[config.mk]
export PLATFORM = sky130hd
export DESIGN_NAME = hts_group
export DESIGN_NICKNAME = d
export VERILOG_FILES = /design/src/hts_pkg.sv /design/src/hts_cell.sv /design/src/hts_group.sv
export SDC_FILE = /design/constraint.sdc
export NUM_CORES = 1
export LEC_CHECK = 0
export BUFFER_PORTS_ARGS = -buffer_cell sky130_fd_sc_hd__buf_2
export CAP_MARGIN = 10
export CORE_MARGIN = 2
export CORE_UTILIZATION = 40
export CTS_CLUSTER_DIAMETER = 40
export DETAILED_ROUTE_END_ITERATION = 7
export PLACE_DENSITY = 0.58
export SKIP_LAST_GASP = 1
export SLEW_MARGIN = 15
export SYNTH_ARGS = -nofsm -noshare
export SYNTH_HDL_FRONTEND = slang
export SYNTH_SLANG_ARGS = --single-unit
[constraint.sdc]
create_clock -name clk -period 6.5 [get_ports clk]
set_input_delay 0.65 -clock clk [delete_from_list [all_inputs] [get_ports clk]]
set_output_delay 0.65 -clock clk [all_outputs]
set_load 0.03 [all_outputs]
[src/hts_pkg.sv]
// Shared types and constants for the table-driven Huffman stream decoder.
package hts_pkg;

  localparam int NUM_CELLS     = 256;
  localparam int GROUP_SIZE    = 16;
  localparam int NUM_GROUPS    = NUM_CELLS / GROUP_SIZE;
  localparam int MAX_CODE_BITS = 32;
  localparam int CODE_W        = 32;
  localparam int IDX_W         = $clog2(NUM_CELLS);
  localparam int GIDX_W        = $clog2(NUM_GROUPS);

  localparam logic [1:0] KIND_SYM = 2'd0;
  localparam logic [1:0] KIND_OK  = 2'd1;
  localparam logic [1:0] KIND_ERR = 2'd2;

  typedef struct packed {
    logic              en;
    logic [IDX_W-1:0]  idx;
    logic [7:0]        sym;
    logic [CODE_W-1:0] code;
    logic [7:0]        len;
  } wr_t;

  typedef struct packed {
    logic [5:0]        cnt;
    logic [CODE_W-1:0] mask;
    logic [CODE_W-1:0] bits;
    logic [IDX_W:0]    total;
  } mch_t;

  typedef enum logic [2:0] {
    PH_COUNT, PH_SYMBOL, PH_LENGTH, PH_CODE, PH_PAD, PH_PAYLOAD
  } phase_t;

  typedef enum logic [2:0] {
    ST_IDLE, ST_BIT, ST_CMP, ST_GRP, ST_SEL, ST_END
  } state_t;

endpackage

[src/hts_cell.sv]
// One table entry cell: holds a code, registers its match and passes the priority chain on.
module hts_cell (
  input  logic                       clk,
  input  logic [hts_pkg::IDX_W-1:0]  idx,
  input  hts_pkg::wr_t               wr,
  input  hts_pkg::mch_t              mch,
  input  logic                       found_in,
  input  logic [7:0]                 sym_in,
  output logic                       found_out,
  output logic [7:0]                 sym_out
);

  logic [7:0]                sym;
  logic [7:0]                len;
  logic [hts_pkg::CODE_W-1:0] code;
  logic                      hit;

  always_ff @(posedge clk) begin
    if (wr.en && wr.idx == idx) begin
      sym  <= wr.sym;
      code <= wr.code;
      len  <= wr.len;
    end
    hit <= ({1'b0, idx} < mch.total) && (len == {2'b00, mch.cnt}) &&
           ((code & mch.mask) == mch.bits);
  end

  // Lower index wins: take over the chain when this entry hits.
  assign found_out = hit || found_in;
  assign sym_out   = hit ? sym : sym_in;

endmodule

[src/hts_group.sv]
// Group of chained entry cells with a registered group winner.
module hts_group (
  input  logic                       clk,
  input  logic [hts_pkg::GIDX_W-1:0] gidx,
  input  hts_pkg::wr_t               wr,
  input  hts_pkg::mch_t              mch,
  output logic                       found,
  output logic [7:0]                 sym
);

  logic       f [0:hts_pkg::GROUP_SIZE];
  logic [7:0] s [0:hts_pkg::GROUP_SIZE];

  assign f[hts_pkg::GROUP_SIZE] = 1'b0;
  assign s[hts_pkg::GROUP_SIZE] = 8'd0;

  for (genvar i = 0; i < hts_pkg::GROUP_SIZE; i++) begin : g_cell
    hts_cell u_cell (
      .clk      (clk),
      .idx      (hts_pkg::IDX_W'(int'(gidx) * hts_pkg::GROUP_SIZE + i)),
      .wr       (wr),
      .mch      (mch),
      .found_in (f[i+1]),
      .sym_in   (s[i+1]),
      .found_out(f[i]),
      .sym_out  (s[i])
    );
  end

  always_ff @(posedge clk) begin
    found <= f[0];
    sym   <= s[0];
  end

endmodule

==> flow_summary.yaml <==
sta:
  finClkSkew_ps: 23.5
  whs_ps: 371
  min_period_ps: 3270
  finalCritPeriodShare_pct: 50.4
  fmax_ghz: 0.305
  rsz0062_at_grt: "false"
  setup_ws_ps: 3230
  tightest_slew_ps: 1220
  fin_tns_setup_ps: 0
  slew_headroom_pct: 18.0
  setup_violations: 0
  hold_viol_final: 0
  maxSlewViolCount: 0
layout:
  area.growth.synth_to_final_pct: 17.6
  layout.cells.non_filler: 4013
  n_fill_cell: 7478
  layout_commonest_cell: "edfxtp_1"
  nets: 2915
  layout_common_cells: "edfxtp_1 (768), nand2_1 (526), xor2_1 (317), buf_2 (149), a22oi_1 (132)"
  drive_gt1_share_pct: 15.4
clock_tree:
  worstSkewPairLatency_ps: 700
  cts_setup_buffers: 0
  path_clk_slew_ps: 60
  hold_buffers: 0
  htreeDepth: 3
  root_buffer: "clkbuf_16"
  numCtsBuffers: 115
  clock_path_buffers: 3
  tritoncts: "yes"
  cts_num_sinks: 793
  cts_resized: 0
min_path:
  hold_path_class: "input port to register"
route:
  drtAntennaViolNets: 0
  avgRoutedWirePerCell_um: 37.6
  drt-met1-wl_um: 53500
  vias: 25370
  drt_wl_total_um: 151000
  via_per_inst: 6.32
  drc: 0
  routed-wl-met2_um: 67300
  top_layer_used: "met5"
  wl_met3_um: 18900
  drtIter0Drc: 4156
  drt-pass1-iter-count: 8
global_routing:
  grt_pass1_vias: 24331
  overflow: 0
  grt_max_degree: 49
  grt_pass1_wl_um: 202000
  antenna_found_initial: 9
  gr-usage-all-layers_pct: 33.2
logic_synthesis:
  synth_ff_type: "edfxtp_1"
  yosysWarnings: 0
  synth-async-reset-ratio_pct: 0
  avgSynthCellArea_um2: 13.3
  postSynthCellCount: 2606
  synth_top_area_share_pct: 66.5
  syn_nets: 2752
  ys_ff_latch: 793
  ys_types: 56
  ys_top_cells_by_area: "edfxtp_1 (67%), xor2_1 (8.0%), nand2_1 (5.7%)"
  synth_edf_count: 768
  synth_top_area_cell: "edfxtp_1"
  synth_area_um2: 34700
  ys_seq_area_share_pct: 68.0
placement:
  dp.cells: 3795
  io_buffers: 149
  place.gp.congestion: 0.996
  dp_slack_ps: 2300
  hpwl_um: 90300
die:
  die_area_um2: 89000
  fp.dieW_um: 298
  ios: 150
  start_util_pct: 40.5
  core_um2: 85500
  rows: 107
  die_y_um: 298
worst_setup_path:
  cp_data_required_time_ps: 6830
  crit_path_cell_trace: "buf_2, xor2_1, nor4_2, nand3_1, nor2_4, buf_4"
  r2r-end: "g_cell[2].u_cell.hit$_DFF_P_"
  path_max_fanout: 27
  worstSetupEndpoint: "g_cell[15].u_cell.code[28]$_DFFE_PP_"
  slowest_stage: "nor4_2"
  cp_slowest_stage_delay_ps: 920
  critPathKind: "input port to register"
  rrSetupSlack_ps: 3690
  rr_worst_depth: 5
  cp-start-kind: "input port"
  r2r-start: "g_cell[2].u_cell.len[0]$_DFFE_PP_"
  endpoint_kind: "register"
  crit_start: "wr[53]"
  crit_family: "simple AND/OR/NAND/NOR gates"
  cp.arrival_ps: 3610
  cp_num_buf_inv: 2
  worst-path-stages: 6
power_and_ir_drop:
  leakagePower_uw: 0.0138
  seq_power_share_pct: 43.0
  p_int_uw: 9820
  combPwrFrac_pct: 7.2
  p_per_area_nw_per_um2: 321
  p_sw_uw: 3250
  vdd_ir_drop_max_mv: 0.219
  swShare_pct: 24.9
  clkPwrFrac_pct: 49.7
outcome:
  status: "completed"
job:
  timing.max_cap.violations: 0
[per-stage QoR]
step                      util, %  instance area, µm²  total power [µW]
final                        47.6               40800             13100
after global routing         47.6               40800             13300
after CTS                    47.6               40700             13000
after detailed placement     42.9               36700              6630
after global placement       42.8               36700              6630
after floorplan                 -               34700              6130
[sequential cells by signal, summed over array words and instances (netlist names)]
signal              cells
g_cell.u_cell.code    512
g_cell.u_cell.sym     128
g_cell.u_cell.len     128
sym                     8
g_cell.u_cell.hit      16
found                   1
[cell usage after synthesis, drive strengths merged, types with 8 or more instances]
cell	n
buf	98
a211oi	18
o2111ai	8
nor4	41
dfxtp	25
nor3	26
a221oi	25
xor2	317
a22oi	133
nand2b	29
xnor2	110
and3	15
a21oi	73
o211ai	8
clkbuf	69
o21ai	29
nand2	526
a31oi	10
nor2	27
edfxtp	768
inv	12
nor2b	43
nand3	14
nand4	113
[metal layers]
| metal | vias to the layer above | GRT usage (%) |
|---|---|---|
| li1 | 9921 | - |
| met1 | 12707 | 42.5 |
| met2 | 2154 | 51.2 |
| met3 | 582 | 7.92 |
| met4 | 6 | 20.5 |
| met5 | - | 0 |
[worst min-delay path by stage]
stage	start	to	slack, ps	depth (start not counted)
2_1_floorplan	g_cell[0].u_cell.sym[0]$_DFFE_PP_	sym[0]$_DFF_P_	430	2
3_3_place_gp	g_cell[0].u_cell.sym[4]$_DFFE_PP_	sym[4]$_DFF_P_	470	2
3_5_place_dp	g_cell[0].u_cell.sym[4]$_DFFE_PP_	sym[4]$_DFF_P_	470	2
4_1_cts	wr[40]	g_cell[3].u_cell.sym[0]$_DFFE_PP_	350	1
5_1_grt	wr[40]	g_cell[7].u_cell.sym[0]$_DFFE_PP_	360	1
6_report	wr[40]	g_cell[7].u_cell.sym[0]$_DFFE_PP_	370	1
[layout make-up]
class                   count  area, µm²  share of cell area (%)
clock buffers             131       2980                    7.31
well taps                1144       1430                    3.51
repair buffers            213       1260                    3.10
clock inverters            85       1090                    2.68
inverters                  13       48.8                   0.120
flip-flops and latches    793      23600                    57.8
multi-input cells        1633      10400                    25.5
diodes                      1       2.50                 0.00614
[power groups by stage]
stage	sequential, µW	clock (µW)	combinational (µW)
global route	5620	6730	937
detailed placement	5730	0	897
global placement	5730	0	896
floorplan	5730	0	397
CTS	5630	6520	901
finish	5630	6500	947
[worst register-to-register path: cells and delay by family, from the launching register on]
family          cells  cell delay (ps)
simple gates        3             1870
flops               1              370
compound gates      1              350
xor+xnor            1              150
[cells by family after synthesis]
logic type               Yosys count  share of synthesized area [%]
AND/OR/NAND/NOR                  862                           11.7
flip-flops                       793                           68.0
XOR/XNOR                         427                           10.8
AO/OA/AOI/OAI                    339                           6.83
buffers and inverters            180                           2.52
adder cells (fa/ha/maj)            5                          0.180
Power figures use the tool's default switching activity.
